==> src/rtl/slcd_pkg.sv <==
package slcd_pkg;

   localparam logic [2:0] CMD_BIG     = 3'd0;
   localparam logic [2:0] CMD_SMALL   = 3'd1;
   localparam logic [2:0] CMD_UNIT    = 3'd2;
   localparam logic [2:0] CMD_SMILEY  = 3'd3;
   localparam logic [2:0] CMD_LINK    = 3'd4;
   localparam logic [2:0] CMD_BATTERY = 3'd5;

   localparam logic [7:0] SYM_HI_A = 8'h67;
   localparam logic [7:0] SYM_HI_B = 8'h40;
   localparam logic [7:0] SYM_LO_A = 8'hE0;
   localparam logic [7:0] SYM_LO_B = 8'hC6;
   localparam logic [7:0] SEG_ZERO = 8'hF5;
   localparam logic [7:0] SEG_MINUS = 8'h02;
   localparam logic [7:0] SEG_POINT = 8'h08;

   localparam int SEG_BYTES = 6;

   // Raw request word as accepted.
   typedef struct packed {
      logic [2:0]         command;
      logic signed [15:0] number;
      logic               percent;
      logic [7:0]         symbol;
      logic [2:0]         pattern;
   } req_type;

   // Classified value with the magnitude to be shown.
   typedef struct packed {
      logic [2:0]  command;
      logic        percent;
      logic [7:0]  symbol;
      logic [2:0]  pattern;
      logic        hi;
      logic        lo;
      logic        neg;
      logic        point;
      logic [10:0] mag;
   } cls_type;

   // Magnitude split into tens quotient and ones digit.
   typedef struct packed {
      logic [2:0] command;
      logic       percent;
      logic [7:0] symbol;
      logic [2:0] pattern;
      logic       hi;
      logic       lo;
      logic       neg;
      logic       point;
      logic       gt999;
      logic       gt99;
      logic       gt9;
      logic [7:0] quot;
      logic [3:0] ones;
   } dig_type;

   function automatic logic [7:0] seg_digit(input logic [3:0] d);
      logic [7:0] code;
      unique case (d)
         4'd0: code = 8'hF5;
         4'd1: code = 8'h05;
         4'd2: code = 8'hD3;
         4'd3: code = 8'h97;
         4'd4: code = 8'h27;
         4'd5: code = 8'hB6;
         4'd6: code = 8'hF6;
         4'd7: code = 8'h15;
         4'd8: code = 8'hF7;
         4'd9: code = 8'hB7;
         default: code = 8'h00;
      endcase
      return code;
   endfunction

endpackage

==> src/rtl/segment_lcd_buffer_composer_top.sv <==
// Segment buffer composer for a seven-segment LCD.
// The request channel (req_valid / req_stall) carries one command word: a
// big number in tenths, a small number, a unit symbol, the smiley, the link
// icon or the battery icon. Each accepted word updates the six-byte segment
// buffer by read-modify-write, and the response channel (rsp_valid /
// rsp_stall) returns all six buffer bytes after that update, one response
// word per request word, in order.
// An accepted request word passes the input register, then sign/range
// classification with rounding to whole units, the tens split, then digit
// extraction merged into the buffer; rsp_valid rises as the buffer register,
// which is the response register, takes it. One word is accepted per cycle
// while req_stall is low. Synchronous reset blanks the buffer (all zeros)
// and empties the pipeline. While rsp_stall is high the response holds; the
// pipeline keeps filling until all three internal stages hold a word, and
// only then is req_stall raised.
module segment_lcd_buffer_composer_top
   import slcd_pkg::*;
(
   input  logic               clock,
   input  logic               reset,
   input  logic               req_valid,
   output logic               req_stall,
   input  logic [2:0]         req_command,
   input  logic signed [15:0] req_number,
   input  logic               req_percent,
   input  logic [7:0]         req_symbol,
   input  logic [2:0]         req_pattern,
   output logic               rsp_valid,
   input  logic               rsp_stall,
   output logic [7:0]         rsp_seg_byte0,
   output logic [7:0]         rsp_seg_byte1,
   output logic [7:0]         rsp_seg_byte2,
   output logic [7:0]         rsp_seg_byte3,
   output logic [7:0]         rsp_seg_byte4,
   output logic [7:0]         rsp_seg_byte5
);

   logic    s1_valid_ff, s2_valid_ff, s3_valid_ff, rsp_valid_ff;
   req_type s1_ff;
   cls_type s2_ff, s2_in;
   dig_type s3_ff, s3_in;
   logic [7:0] seg_ff [SEG_BYTES];
   logic [7:0] seg_in [SEG_BYTES];

   logic adv_out, move3, move2, accept;

   assign adv_out   = s3_valid_ff && (!rsp_valid_ff || !rsp_stall);
   assign move3     = s2_valid_ff && (!s3_valid_ff || adv_out);
   assign move2     = s1_valid_ff && (!s2_valid_ff || move3);
   assign req_stall = s1_valid_ff && !move2;
   assign accept    = req_valid && !req_stall;

   // Classification and rounding.
   logic [15:0] abs_val, rsum;
   logic [31:0] rprod;
   logic        big_round;

   always_comb begin
      abs_val   = s1_ff.number[15] ? 16'(-s1_ff.number) : 16'(s1_ff.number);
      rsum      = abs_val + 16'd5;
      // (x + 5) / 10 for x + 5 up to 20000, via reciprocal 52429 / 2^19.
      rprod     = 32'(rsum) * 32'd52429;
      big_round = (s1_ff.number > 16'sd1995) || (s1_ff.number < -16'sd95);

      s2_in.command = s1_ff.command;
      s2_in.percent = s1_ff.percent;
      s2_in.symbol  = s1_ff.symbol;
      s2_in.pattern = s1_ff.pattern;
      s2_in.neg     = s1_ff.number[15];
      s2_in.point   = !big_round;
      if (s1_ff.command == CMD_BIG) begin
         s2_in.hi  = s1_ff.number > 16'sd19995;
         s2_in.lo  = s1_ff.number < -16'sd995;
         s2_in.mag = big_round ? rprod[29:19] : abs_val[10:0];
      end else begin
         s2_in.hi  = s1_ff.number > 16'sd99;
         s2_in.lo  = s1_ff.number < -16'sd9;
         s2_in.mag = abs_val[10:0];
      end
   end

   // Tens split of the magnitude.
   logic [21:0] qprod;
   logic [7:0]  quot;
   logic [10:0] quot_x10;

   always_comb begin
      // m / 10 for m up to 2000, via reciprocal 1639 / 2^14.
      qprod    = 22'(s2_ff.mag) * 22'd1639;
      quot     = qprod[21:14];
      quot_x10 = {quot, 3'b000} + 11'({quot, 1'b0});

      s3_in.command = s2_ff.command;
      s3_in.percent = s2_ff.percent;
      s3_in.symbol  = s2_ff.symbol;
      s3_in.pattern = s2_ff.pattern;
      s3_in.hi      = s2_ff.hi;
      s3_in.lo      = s2_ff.lo;
      s3_in.neg     = s2_ff.neg;
      s3_in.point   = s2_ff.point;
      s3_in.gt999   = s2_ff.mag > 11'd999;
      s3_in.gt99    = s2_ff.mag > 11'd99;
      s3_in.gt9     = s2_ff.mag > 11'd9;
      s3_in.quot    = quot;
      s3_in.ones    = 4'(s2_ff.mag - quot_x10);
   end

   // Digit extraction and merge into the buffer.
   logic [15:0] hprod;
   logic [4:0]  hquot;
   logic [3:0]  tens, hund;
   logic [7:0]  ones_code;

   always_comb begin
      // q / 10 for q up to 200, via reciprocal 205 / 2^11.
      hprod     = 16'(s3_ff.quot) * 16'd205;
      hquot     = hprod[15:11];
      tens      = 4'(s3_ff.quot - 8'({hquot, 3'b000}) - 8'({hquot, 1'b0}));
      if (hquot >= 5'd20) begin
         hund = 4'(hquot - 5'd20);
      end else if (hquot >= 5'd10) begin
         hund = 4'(hquot - 5'd10);
      end else begin
         hund = hquot[3:0];
      end
      ones_code = seg_digit(s3_ff.ones);

      seg_in = seg_ff;
      unique case (s3_ff.command)
         CMD_BIG: begin
            seg_in[2] = seg_ff[2] & SEG_POINT;
            if (s3_ff.hi) begin
               seg_in[0] = SYM_HI_A;
               seg_in[1] = SYM_HI_B;
            end else if (s3_ff.lo) begin
               seg_in[0] = SYM_LO_A;
               seg_in[1] = SYM_LO_B;
            end else begin
               seg_in[0] = s3_ff.neg ? SEG_MINUS : 8'h00;
               seg_in[1] = s3_ff.point ? SEG_POINT : 8'h00;
               if (s3_ff.gt999) seg_in[0] = seg_in[0] | 8'h08;
               if (s3_ff.gt99)  seg_in[0] = seg_in[0] | seg_digit(hund);
               seg_in[1] = seg_in[1] | (s3_ff.gt9 ? seg_digit(tens) : SEG_ZERO);
               seg_in[2] = seg_in[2] | ones_code;
            end
         end
         CMD_SMALL: begin
            seg_in[4] = seg_ff[4] & 8'h08;
            seg_in[5] = s3_ff.percent ? 8'h08 : 8'h00;
            if (s3_ff.hi) begin
               seg_in[4] = seg_in[4] | SYM_HI_A;
               seg_in[5] = seg_in[5] | SYM_HI_B;
            end else if (s3_ff.lo) begin
               seg_in[4] = seg_in[4] | SYM_LO_A;
               seg_in[5] = seg_in[5] | SYM_LO_B;
            end else begin
               if (s3_ff.neg) seg_in[4] = seg_in[4] | SEG_MINUS;
               if (s3_ff.gt9) seg_in[4] = seg_in[4] | seg_digit(tens);
               seg_in[5] = seg_in[5] | ones_code;
            end
         end
         CMD_UNIT: begin
            seg_in[3] = {s3_ff.symbol[6], s3_ff.symbol[5], seg_ff[3][5:0]};
            seg_in[2] = {seg_ff[2][7:4], s3_ff.symbol[7], seg_ff[2][2:0]};
         end
         CMD_SMILEY: begin
            seg_in[3] = {seg_ff[3][7:5], s3_ff.pattern[2], seg_ff[3][3:2],
                         s3_ff.pattern[1], s3_ff.pattern[0]};
         end
         CMD_LINK: begin
            seg_in[4] = {seg_ff[4][7:4], s3_ff.pattern[0], seg_ff[4][2:0]};
         end
         CMD_BATTERY: begin
            seg_in[3] = {seg_ff[3][7:6], s3_ff.pattern[0], seg_ff[3][4:0]};
         end
         default: begin
            seg_in = seg_ff;
         end
      endcase
   end

   always_ff @(posedge clock) begin
      if (reset) begin
         s1_valid_ff  <= 1'b0;
         s2_valid_ff  <= 1'b0;
         s3_valid_ff  <= 1'b0;
         rsp_valid_ff <= 1'b0;
         for (int i = 0; i < SEG_BYTES; i++) begin
            seg_ff[i] <= 8'h00;
         end
      end else begin
         if (accept) begin
            s1_valid_ff <= 1'b1;
         end else if (move2) begin
            s1_valid_ff <= 1'b0;
         end
         if (move2) begin
            s2_valid_ff <= 1'b1;
         end else if (move3) begin
            s2_valid_ff <= 1'b0;
         end
         if (move3) begin
            s3_valid_ff <= 1'b1;
         end else if (adv_out) begin
            s3_valid_ff <= 1'b0;
         end
         if (adv_out) begin
            rsp_valid_ff <= 1'b1;
            seg_ff       <= seg_in;
         end else if (!rsp_stall) begin
            rsp_valid_ff <= 1'b0;
         end
      end
   end

   always_ff @(posedge clock) begin
      if (accept) begin
         s1_ff <= '{command: req_command, number: req_number, percent: req_percent,
                    symbol: req_symbol, pattern: req_pattern};
      end
      if (move2) begin
         s2_ff <= s2_in;
      end
      if (move3) begin
         s3_ff <= s3_in;
      end
   end

   assign rsp_valid     = rsp_valid_ff;
   assign rsp_seg_byte0 = seg_ff[0];
   assign rsp_seg_byte1 = seg_ff[1];
   assign rsp_seg_byte2 = seg_ff[2];
   assign rsp_seg_byte3 = seg_ff[3];
   assign rsp_seg_byte4 = seg_ff[4];
   assign rsp_seg_byte5 = seg_ff[5];

endmodule

==> config.mk <==
export PLATFORM = sky130hd
export DESIGN_NAME = segment_lcd_buffer_composer_top
export DESIGN_NICKNAME = d
export VERILOG_FILES = /design/src/rtl/slcd_pkg.sv /design/src/rtl/segment_lcd_buffer_composer_top.sv
export SDC_FILE = /design/constraint.sdc
export NUM_CORES = 1
export LEC_CHECK = 0
export BUFFER_PORTS_ARGS = -buffer_cell sky130_fd_sc_hd__buf_4
export CAP_MARGIN = 20
export CORE_ASPECT_RATIO = 1.5
export CORE_MARGIN = 5
export CORE_UTILIZATION = 45
export CTS_CLUSTER_SIZE = 16
export DETAILED_ROUTE_END_ITERATION = 6
export PLACE_DENSITY = 0.66
export REMOVE_ABC_BUFFERS = 1
export SLEW_MARGIN = 25
export SYNTH_ARGS = -nofsm -noshare
export SYNTH_HDL_FRONTEND = slang
export SYNTH_SLANG_ARGS = --single-unit
export TNS_END_PERCENT = 5
==> constraint.sdc <==
create_clock -name clock -period 9.6 [get_ports clock]
set_input_delay 0.96 -clock clock [delete_from_list [all_inputs] [get_ports clock]]
set_output_delay 0.96 -clock clock [all_outputs]
set_load 0.02 [all_outputs]
=== Word level (Yosys, flattened, before mapping) ===
Memory sizes are Yosys's and may differ from the RTL's. A register that Yosys moved wholly into a read port is not among the register bits.
Index checks and enable logic that the tools add are counted.

* Flip-flop bits (word level): 145
* Input bits: 35
* Output and inout bits: 50
* Word-level logic and storage cells: 167
* Memories: 4
* Memory bits (read-only): 448

* Mux-type cells: 49
* Order comparisons: 11
* Reduce and logical (&&, ||, !) cells: 32
* Add/subtract/negate cells: 8
* Multipliers: 3
* Bitwise operators: 9
* Equal/unequal tests: 10

{| class="wikitable"
|+ Memories
! memory !! words !! bits a word !! read ports !! clocked after memory_dff !! write ports !! line !! source
|-
| (no name shown) || 16 || 7 || 1 || 1 || 0 || slcd_pkg.sv:61 || <nowiki>unique case (d)</nowiki>
|-
| (no name shown) || 16 || 7 || 1 || 0 || 0 || slcd_pkg.sv:61 ||
|-
| (no name shown) || 16 || 7 || 1 || 0 || 0 || slcd_pkg.sv:61 ||
|-
| (no name shown) || 16 || 7 || 1 || 0 || 0 || slcd_pkg.sv:61 ||
|}

{| class="wikitable"
|+ Operator list
! kind !! number
|-
| two-way mux 8 bit || 22
|-
| two-way mux 16 bit || 5
|-
| one-hot mux 8 bit (2 select lines) || 2
|-
| multiplier 16 x 16 -> 30 bit (second input constant) || 1
|-
| two-way mux 4 bit || 6
|-
| OR 4 x 8 -> 8 bit || 3
|-
| one-hot mux 8 bit (3 select lines) || 1
|-
| multiplier 11 x 11 -> 22 bit (second input constant) || 1
|-
| two-way mux 11 bit || 2
|-
| AND reduction 4 bit || 5
|-
| adder 16 x 3 -> 16 bit (second input constant) || 1
|-
| greater-than comparator 16 x 12 -> 1 bit (second input constant) || 1
|-
| greater-than comparator 16 bit (second input constant) || 1
|-
| greater-than comparator 16 x 8 -> 1 bit (second input constant) || 1
|-
| less-than comparator 16 x 11 -> 1 bit (second input constant) || 1
|-
| less-than comparator 16 x 5 -> 1 bit (second input constant) || 1
|-
| less-than comparator 16 x 8 -> 1 bit (second input constant) || 1
|-
| multiplier 8 x 8 -> 16 bit (second input constant) || 1
|-
| negator 16 bit || 1
|-
| OR 8 bit || 2
|-
| subtractor 4 bit || 3
|-
| greater-than comparator 11 x 10 -> 1 bit (second input constant) || 1
|-
| greater-than comparator 11 x 4 -> 1 bit (second input constant) || 1
|-
| greater-than comparator 11 x 7 -> 1 bit (second input constant) || 1
|-
| 20 further kinds || 57
|}

=== Logic depth before layout (Yosys ltp) ===
Gate-level depths: netlist of the first run.
An unclocked memory read counts as a cell.

* Word-level depth: 13
* Mapped depth: 33
* Gate-level depth less buffers: 33

=== Least setup slack after synthesis of the first run ===
OpenSTA, ideal clock, no wires.

* Kind: reg-to-reg
* Start: register s1_ff[12] in the netlist's numbering
* End: register s2_ff[10] in the netlist's numbering, data pin
* Clock period less this slack: 8.690 ns
* Required time: 9.451 ns
* Cell stages (with the launch flop): 32
* Arrival time: 8.541 ns
* Path slack: 0.910 ns
* Buffers on the path: 1
* Setup time: 0.149 ns
* Cell sequence: edfxtp_1 inv_1 ha_1 or4b_4 buf_6 o41ai_4 a21boi_2 xnor2_1 nor3b_1 nand3_2 o21ai_0 ha_1 ha_1 inv_1 fa_1 inv_1 fa_1 fa_1 inv_1 fa_1 inv_1 ha_1 and4_1 a21oi_1 o221a_2 nand2_1 a41o_1 o41a_1 a211o_1 a21oi_1 xnor3_1 mux2i_1

{| class="wikitable"
|+ RTL lines
! item !! line !! source
|-
| from (decl) || segment_lcd_buffer_composer_top.sv:39 || <nowiki>req_type s1_ff;</nowiki>
|-
| from (signal assigned) || segment_lcd_buffer_composer_top.sv:218 || <nowiki>s1_ff <= '{command: req_command, number: req_number, percent: req_percent,</nowiki>
|-
| to (signal assigned) || segment_lcd_buffer_composer_top.sv:222 || <nowiki>s2_ff <= s2_in;</nowiki>
|-
| to (decl) || segment_lcd_buffer_composer_top.sv:40 || <nowiki>cls_type s2_ff, s2_in;</nowiki>
|}

==> results.json, run 1 <==
{
  "hold_violations": 0,
  "drc": 0,
  "required_ns": 9.87,
  "ys_warn_count": 0,
  "ys_ff_latch": 137,
  "synth_cell_types": 90,
  "most-common-layout-cells": "281 x ha_1, 278 x inv_1, 117 x fa_1, 89 x nor2_1, 89 x buf_4",
  "final_nets": 1985,
  "grt_max_degree": 52,
  "period_minus_slack_ns": 9.07,
  "netlist_area_sq_um": 14700,
  "rows": 81,
  "cpMaxStageDelayCell": "nor4_2",
  "fin_skew_ns": 0.0116,
  "dr.pass1.iters": 5,
  "setup_tns_ns": 0,
  "clock_tree.buffer_depth": 2,
  "postCtsSetupRepairBufs": 0,
  "gp_congestion": 0.964,
  "yosys.area_share.simple": 0.103,
  "num-fill-cells": 3001,
  "crit_path_end_kind": "register",
  "overflow": 0,
  "wirelength_um": 32600,
  "synth_fa_ha_area_frac": 0.400,
  "max_freq_mhz": 110,
  "cts_buffers": 17,
  "io_pins": 85,
  "status": "complete, no violations",
  "antenna_left": 0,
  "grtUsageTotal": 0.184,
  "critPathMaxStageDelay_ns": 0.61,
  "min_from": "s2_ff[12]",
  "synthMuxAreaShare": 0.0195,
  "slew_headroom": 0.308,
  "area_growth_pct": 11.1,
  "drv_slew": 0,
  "layout.cells.non_filler": 1981,
  "die_x_um": 157,
  "synth-xor-area-share": 0.0507,
  "r2r_cells": 30,
  "worst_slew_pin_slew_ns": 1.03,
  "drt_iter0_markers": 366,
  "syn_area_per_cell_sq_um": 9.93,
  "hold_path_class": "reg -> reg",
  "coreArea_sq_um": 32400,
  "root_buffer": "clkbuf_16",
  "cp_max_fo": 7,
  "clock_sinks": 137,
  "synth_edf_count": 80,
  "cp-startpoint": "s1_ff[12]",
  "cpMostUsedCell": "inv_1",
  "cp_data_arrival_time_ns": 9.34,
  "grt_pass1_wl_um": 53500,
  "final_common_cell": "ha_1",
  "dpl.hpwl_um": 27400,
  "crit_path_start_kind": "register",
  "max_cap_violations": 0,
  "cts_tree": "built",
  "via_per_inst": 5.26,
  "r2r_start": "s1_ff[12]",
  "vias": 10429,
  "finalSetupViolCount": 0,
  "placedCellCount": 1948,
  "rsz0062_at_grt": "no",
  "drive_above_1_share": 0.102,
  "htree_num_levels": 4,
  "hold_depth": 0,
  "synthCells": 1477,
  "die_y_um": 231,
  "clk_pin_slew_ns": 0.06,
  "wire_per_inst_um": 16.4,
  "initial_utilization": 0.452,
  "async_flop_share": 0,
  "whs_ns": 0.414,
  "grt_antenna_before_repair": 1,
  "grt_pass1_vias": 10916,
  "die_area_sq_um": 36400,
  "setup.worst_path.class": "reg -> reg",
  "synth_top_family_by_area": "adder cells",
  "clk_latency_ns": 0.43,
  "synthFlopType": "edfxtp_1",
  "port_buffers": 77,
  "ys_seq_area_frac": 0.242,
  "synth-compound-area-share": 0.102,
  "fin_crit_sh": 0.945
}
[area by class of cell]
class	count	area [sq um]	area share
antenna	1	2.50	0.000154
clock buffer	19	443	0.0272
clock inverter	13	134	0.00822
inverter	281	1050	0.0647
multi-input combinational	1026	9930	0.609
sequential	137	3540	0.217
tap	415	519	0.0319
timing repair buffer	89	668	0.0410
[worst paths after layout]
| path | to | slack (ns) |
|---|---|---|
| max | s2_ff[10] | 0.53 |
| min | s3_ff[16] | 0.41 |
| min reg2reg | s3_ff[16] | 0.41 |
| max reg2reg | s2_ff[10] | 0.53 |
[flip-flops by register name, indices dropped and copies added, names as in the netlist]
register / cells
rsp_seg_byte5: 8
s1_ff: 26
s3_valid_ff: 1
s2_ff: 25
rsp_seg_byte3: 6
s1_valid_ff: 1
rsp_seg_byte0: 8
rsp_seg_byte1: 8
s2_valid_ff: 1
rsp_valid: 1
ones_code: 7
s3_ff: 29
rsp_seg_byte2: 8
rsp_seg_byte4: 8
[worst max-delay path, delay by kind of cell (launching register included)]
kind                     cells  cell delay (ns)
buffers and inverters        5             0.32
XOR/XNOR                     2             0.61
AND/OR/NAND/NOR              5             1.71
multiplexers                 1             0.14
adder cells (fa/ha/maj)      8             3.29
AO/OA/AOI/OAI                9             2.32
flip-flops                   1             0.50
[routing by layer]
metal	GRT usage	routed length [um]	vias to the layer above
li1	-	-	5122
met1	0.192	11800	5050
met2	0.356	18400	177
met3	0.0202	824	80
met4	0.0888	1560	0
met5	0	0	-
[stage by stage]
step / util / worst slack (ns) / area, sq um
global placement: 0.484 / 0.655 / 15700
global route: 0.502 / 0.0594 / 16300
detailed placement: 0.484 / 0.481 / 15700
CTS: 0.502 / 0.457 / 16300
floorplan: - / 0.971 / 14500
finish: 0.502 / 0.530 / 16300
[what timing repair did]
item                                    CTS  global route
endpoints found under the setup margin    0             1
resized for setup                         0             1
hold buffers                              0             0
[cells by family after synthesis]
family,count (synthesis)
xor+xnor,79
simple gates,305
mux,28
compound gates,213
flops,137
other cells,1
fa+ha+maj,399
buf+inv,315
[Yosys cell counts (30+ instances only)]
library cell  instances  area share
nand2_1              72       0.018
dfxtp_1              57       0.078
nand3_1              30       0.010
nor3_1               30       0.010
o21ai_0              36       0.012
a21oi_1              58       0.020
fa_1                117        0.16
xnor2_1              44       0.026
ha_1                281        0.24
inv_1               278       0.071
edfxtp_1             80        0.16
nor2_1               91       0.023
Power of run 1 is not shown: default switching activity piles up to over one toggle a cycle in this logic, so the estimate is an artifact.
==> run 2, diff against run 1 <==
--- a/config.mk
+++ b/config.mk
@@ -9,13 +9,14 @@
 export CAP_MARGIN = 20
 export CORE_ASPECT_RATIO = 1.5
 export CORE_MARGIN = 5
-export CORE_UTILIZATION = 45
+export CORE_UTILIZATION = 36
 export CTS_CLUSTER_SIZE = 16
 export DETAILED_ROUTE_END_ITERATION = 6
-export PLACE_DENSITY = 0.66
+export MAX_ROUTING_LAYER = met4
+export PLACE_DENSITY = 0.56
 export REMOVE_ABC_BUFFERS = 1
 export SLEW_MARGIN = 25
 export SYNTH_ARGS = -nofsm -noshare
 export SYNTH_HDL_FRONTEND = slang
 export SYNTH_SLANG_ARGS = --single-unit
-export TNS_END_PERCENT = 5
+export TNS_END_PERCENT = 50
==> run 2 against run 1 <==
Net effect:
- routed wire length increased by 4.1%
- clock skew increased by 0.0050 ns
- non-clock buffer count increased by 5
- critical endpoint unchanged
- first-iteration DRC count increased by 3.3%
- final cell count grew 4.8%
==> results.json, run 2 (synthesis gave the netlist of run 1 again) <==
{
  "cpMostUsedCell": "inv_1",
  "met1_length_um": 12700,
  "grt_max_degree": 52,
  "max_cap_violations": 0,
  "dpl.hpwl_um": 28700,
  "wl_met3_um": 699,
  "grt_pass1_wl_um": 55300,
  "htree_num_levels": 4,
  "grtUsageTotal": 0.157,
  "clk_pin_slew_ns": 0.07,
  "cts_tree": "built",
  "fin_crit_sh": 0.943,
  "port_buffers": 77,
  "crit_path_end_kind": "register",
  "area_growth_pct": 11.8,
  "critPathBufInv": 5,
  "via_per_inst": 5.00,
  "final_nets": 1990,
  "overflow": 0,
  "required_ns": 9.88,
  "crit_path_start_kind": "register",
  "rsz0062_at_grt": "no",
  "critPathMaxStageDelay_ns": 0.57,
  "initial_utilization": 0.364,
  "worst_slew_pin_slew_ns": 0.870,
  "wire_per_inst_um": 16.3,
  "max_freq_mhz": 110,
  "die_area_sq_um": 44900,
  "vias": 10380,
  "drive_above_1_share": 0.102,
  "maxUsedRoutingLayer": "met4",
  "final_common_cell": "ha_1",
  "dr.pass1.iters": 5,
  "fin_skew_ns": 0.0166,
  "cp_max_fo": 7,
  "grt_pass1_vias": 10917,
  "coreArea_sq_um": 40300,
  "drc": 0,
  "postCtsSetupRepairBufs": 0,
  "postCtsHoldBufs": 0,
  "drv_slew": 0,
  "hold_path_class": "reg -> reg",
  "root_buffer": "clkbuf_16",
  "largest-register": "s3_ff",
  "cts_buffers": 17,
  "die_y_um": 257,
  "drt_iter0_markers": 378,
  "cp_data_arrival_time_ns": 9.33,
  "most-common-layout-cells": "281 x ha_1, 278 x inv_1, 117 x fa_1, 94 x buf_4, 89 x nor2_1",
  "setup.worst_path.class": "reg -> reg",
  "hold_violations": 0,
  "post_cts_resized": 0,
  "clk_latency_ns": 0.42,
  "largest_reg_flops": 29,
  "clock_tree.buffer_depth": 2,
  "diodes": 0,
  "gp_congestion": 0.932,
  "setup_tns_ns": 0,
  "status": "complete, no violations",
  "cpMaxStageDelayCell": "or4b_4",
  "slew_headroom": 0.416,
  "io_pins": 85,
  "period_minus_slack_ns": 9.05,
  "clock_sinks": 137,
  "rows": 90,
  "die_x_um": 175,
  "antenna_left": 0,
  "finalSetupViolCount": 0,
  "route.met2.wl_um": 19000,
  "reg_top3": "s3_ff: 29 flops, s1_ff: 26 flops, s2_ff: 25 flops",
  "crit_family": "adder cells",
  "num-fill-cells": 4031,
  "wirelength_um": 33900,
  "grt_antenna_before_repair": 0
}
## run 2: worst paths after layout
kind | start | to | slack (ns) | cells past startpoint
worst max register to register | s1_ff[12] | s2_ff[10] | 0.55 | 31
worst min-delay path | s2_ff[25] | s3_ff[29] | 0.42 | 0
worst max-delay path | s1_ff[12] | s2_ff[10] | 0.55 | 31
worst min register to register | s2_ff[25] | s3_ff[29] | 0.42 | 0
## run 2: area by class of cell
type,count,area (sq um),area share
Multi-Input combinational cell,1026,9920,0.605
Tap cell,506,633,0.0386
Clock buffer,18,429,0.0262
Clock inverter,14,110,0.00672
Sequential cell,137,3540,0.216
Timing Repair Buffer,94,706,0.0430
Inverter,281,1050,0.0643
## run 2: metal layers
layer	up-vias	global-route usage
li1	5144	-
met1	5006	0.157
met2	159	0.304
met3	71	0.0156
met4	0	0.0694
met5	-	-
## run 2: per-stage QoR
| step | hold slack (ns) | setup slack [ns] | instances | util | area, sq um |
|---|---|---|---|---|---|
| after floorplan | 0.400 | 0.971 | 1444 | - | 14500 |
| after global placement | 0.404 | 0.623 | 2043 | 0.393 | 15800 |
| after detailed placement | 0.405 | 0.504 | 2043 | 0.393 | 15900 |
| after CTS | 0.420 | 0.494 | 2075 | 0.407 | 16400 |
| after global routing | 0.422 | 0.0944 | 2076 | 0.407 | 16400 |
| final | 0.420 | 0.547 | 2076 | 0.407 | 16400 |
Power of run 2 is left out for the same reason.
==> run 3, diff against run 2 <==
--- a/config.mk
+++ b/config.mk
@@ -5,6 +5,7 @@
 export SDC_FILE = /design/constraint.sdc
 export NUM_CORES = 1
 export LEC_CHECK = 0
+export ABC_AREA = 1
 export BUFFER_PORTS_ARGS = -buffer_cell sky130_fd_sc_hd__buf_4
 export CAP_MARGIN = 20
 export CORE_ASPECT_RATIO = 1.5
==> run 3 against run 2 <==
Net effect:
- count of clock-buffer cells in the layout is 1 higher
- register-to-register slack gained 1.0 ns
- design area grew 4.6%
- critical path type unchanged
==> results.json, run 3 <==
{
  "antenna_left": 0,
  "drive_above_1_share": 0.101,
  "clock_tree.buffer_depth": 2,
  "grt_pass1_wl_um": 59100,
  "synth_edf_count": 80,
  "hold_violations": 0,
  "io_pins": 85,
  "final_common_cell": "inv_1",
  "synth_largest_area_cell": "ha_1",
  "die_x_um": 178,
  "postCtsHoldBufs": 0,
  "setup.worst_path.class": "reg -> reg",
  "fin_area_sq_um": 17100,
  "maxUsedRoutingLayer": "met4",
  "grtUsageTotal": 0.161,
  "synthTopCellsByCount": "371 x inv_1, 285 x nand2_1, 281 x ha_1, 117 x fa_1, 91 x a21oi_1",
  "wirelength_um": 36100,
  "hold_path_class": "reg -> reg",
  "wire_per_inst_um": 15.0,
  "synth_top_area_share": 0.229,
  "fin_skew_ns": 0.0103,
  "initial_utilization": 0.364,
  "crit_family": "adder cells",
  "max_freq_mhz": 125,
  "dpl.hpwl_um": 31400,
  "synthFlopType": "edfxtp_1",
  "period_minus_slack_ns": 8.03,
  "cp_data_arrival_time_ns": 8.21,
  "via_per_inst": 4.71,
  "die_area_sq_um": 46900,
  "final_nets": 2267,
  "critPathBufInv": 9,
  "syn_area_per_cell_sq_um": 8.79,
  "crit_path_start_kind": "register",
  "htree_num_levels": 4,
  "drc": 0,
  "wl_met3_um": 658,
  "multi_input_area_sq_um": 10300,
  "rsz0062_at_grt": "no",
  "grt_antenna_before_repair": 0,
  "clk_pin_slew_ns": 0.07,
  "cpMaxStageDelayCell": "fa_1",
  "synthCells": 1744,
  "postCtsSetupRepairBufs": 0,
  "setup_tns_ns": 0,
  "crit_path_end_kind": "register",
  "critPathMaxStageDelay_ns": 0.56,
  "required_ns": 9.78,
  "max_cap_violations": 0,
  "finalSetupViolCount": 0,
  "netlist_area_sq_um": 15300,
  "synth_cell_types": 61,
  "largest-register": "s3_ff",
  "rows": 92,
  "cts_tree": "built",
  "die_y_um": 263,
  "dpl_cell_area_sq_um": 16600,
  "dr.pass1.iters": 5,
  "largest_reg_flops": 29,
  "ys_seq_area_frac": 0.231,
  "drv_slew": 0,
  "async_flop_share": 0,
  "drt_iter0_markers": 359,
  "clk_latency_ns": 0.42,
  "post_cts_resized": 0,
  "port_buffers": 77,
  "cpMostUsedCell": "inv_1",
  "status": "complete, no violations",
  "clock_sinks": 137,
  "cp_max_fo": 8,
  "route.met2.wl_um": 21000,
  "ys_ff_latch": 137,
  "grt_max_degree": 31,
  "diodes": 0,
  "worst_slew_pin_slew_ns": 0.965,
  "yosysMostFrequentCell": "inv_1",
  "root_buffer": "clkbuf_16",
  "overflow": 0,
  "most-common-layout-cells": "371 x inv_1, 285 x nand2_1, 281 x ha_1, 117 x fa_1, 91 x a21oi_1",
  "area_growth_pct": 11.9,
  "grt_pass1_vias": 11988,
  "layout.area.seq_sq_um": 3540,
  "met1_length_um": 12800,
  "cts_buffers": 17,
  "slew_headroom": 0.354,
  "ys_warn_count": 0,
  "coreArea_sq_um": 42100,
  "fin_crit_sh": 0.836,
  "reg_top3": "s3_ff: 29 flops, s1_ff: 26 flops, s2_ff: 25 flops",
  "vias": 11360,
  "num-fill-cells": 4253,
  "gp_congestion": 0.931,
  "synthTopCellsByArea": "ha_1 23%, edfxtp_1 16%, fa_1 15%"
}
-- run 3: kinds of logic (layout without fill, tap and decap cells) --
family,Yosys count,after routing,synth area share
other cells,1,2,0.000245
fa+ha+maj,398,398,0.382
xor+xnor,66,66,0.0465
flops,137,137,0.231
buf+inv,401,503,0.100
compound gates,223,223,0.0845
simple gates,518,518,0.155
-- run 3: metrics by stage --
stage | hold slack, ns | setup WS, ns | util | std cells
finish | 0.416 | 1.57 | 0.407 | 2411
floorplan | 0.400 | 2.61 | - | 1729
global route | 0.420 | 0.911 | 0.407 | 2411
CTS | 0.417 | 1.52 | 0.407 | 2411
global placement | 0.403 | 1.61 | 0.394 | 2379
detailed placement | 0.405 | 1.57 | 0.394 | 2379
-- run 3: worst reg2reg max path: cells and delay by family (launching register included) --
family,cells,cell delay (ns)
simple gates,14,1.86
compound gates,1,0.09
fa+ha+maj,8,3.78
buf+inv,9,1.00
xor+xnor,2,0.54
flops,1,0.48
-- run 3: metal layers --
layer	global-route usage	vias up
met5	-	-
met3	0.0131	79
met2	0.317	181
met4	0.0689	0
met1	0.158	5335
li1	-	5765
-- run 3: final timing paths --
| check | depth (start not counted) | to | from | slack (ns) |
|---|---|---|---|---|
| setup reg to reg | 34 | s2_ff[10] | s1_ff[12] | 1.57 |
| hold / removal | 0 | s3_ff[29] | s2_ff[25] | 0.42 |
| hold reg to reg | 0 | s3_ff[29] | s2_ff[25] | 0.42 |
| setup / recovery | 34 | s2_ff[10] | s1_ff[12] | 1.57 |
-- run 3: layout make-up --
| cell class | count | area share |
|---|---|---|
| clock buffers | 19 | 0.0252 |
| clock inverters | 13 | 0.00686 |
| inverters | 385 | 0.0843 |
| multi-input cells | 1207 | 0.598 |
| flip-flops and latches | 137 | 0.207 |
| well taps | 564 | 0.0412 |
| repair buffers | 86 | 0.0377 |
Power of run 3 is left out for the same reason.
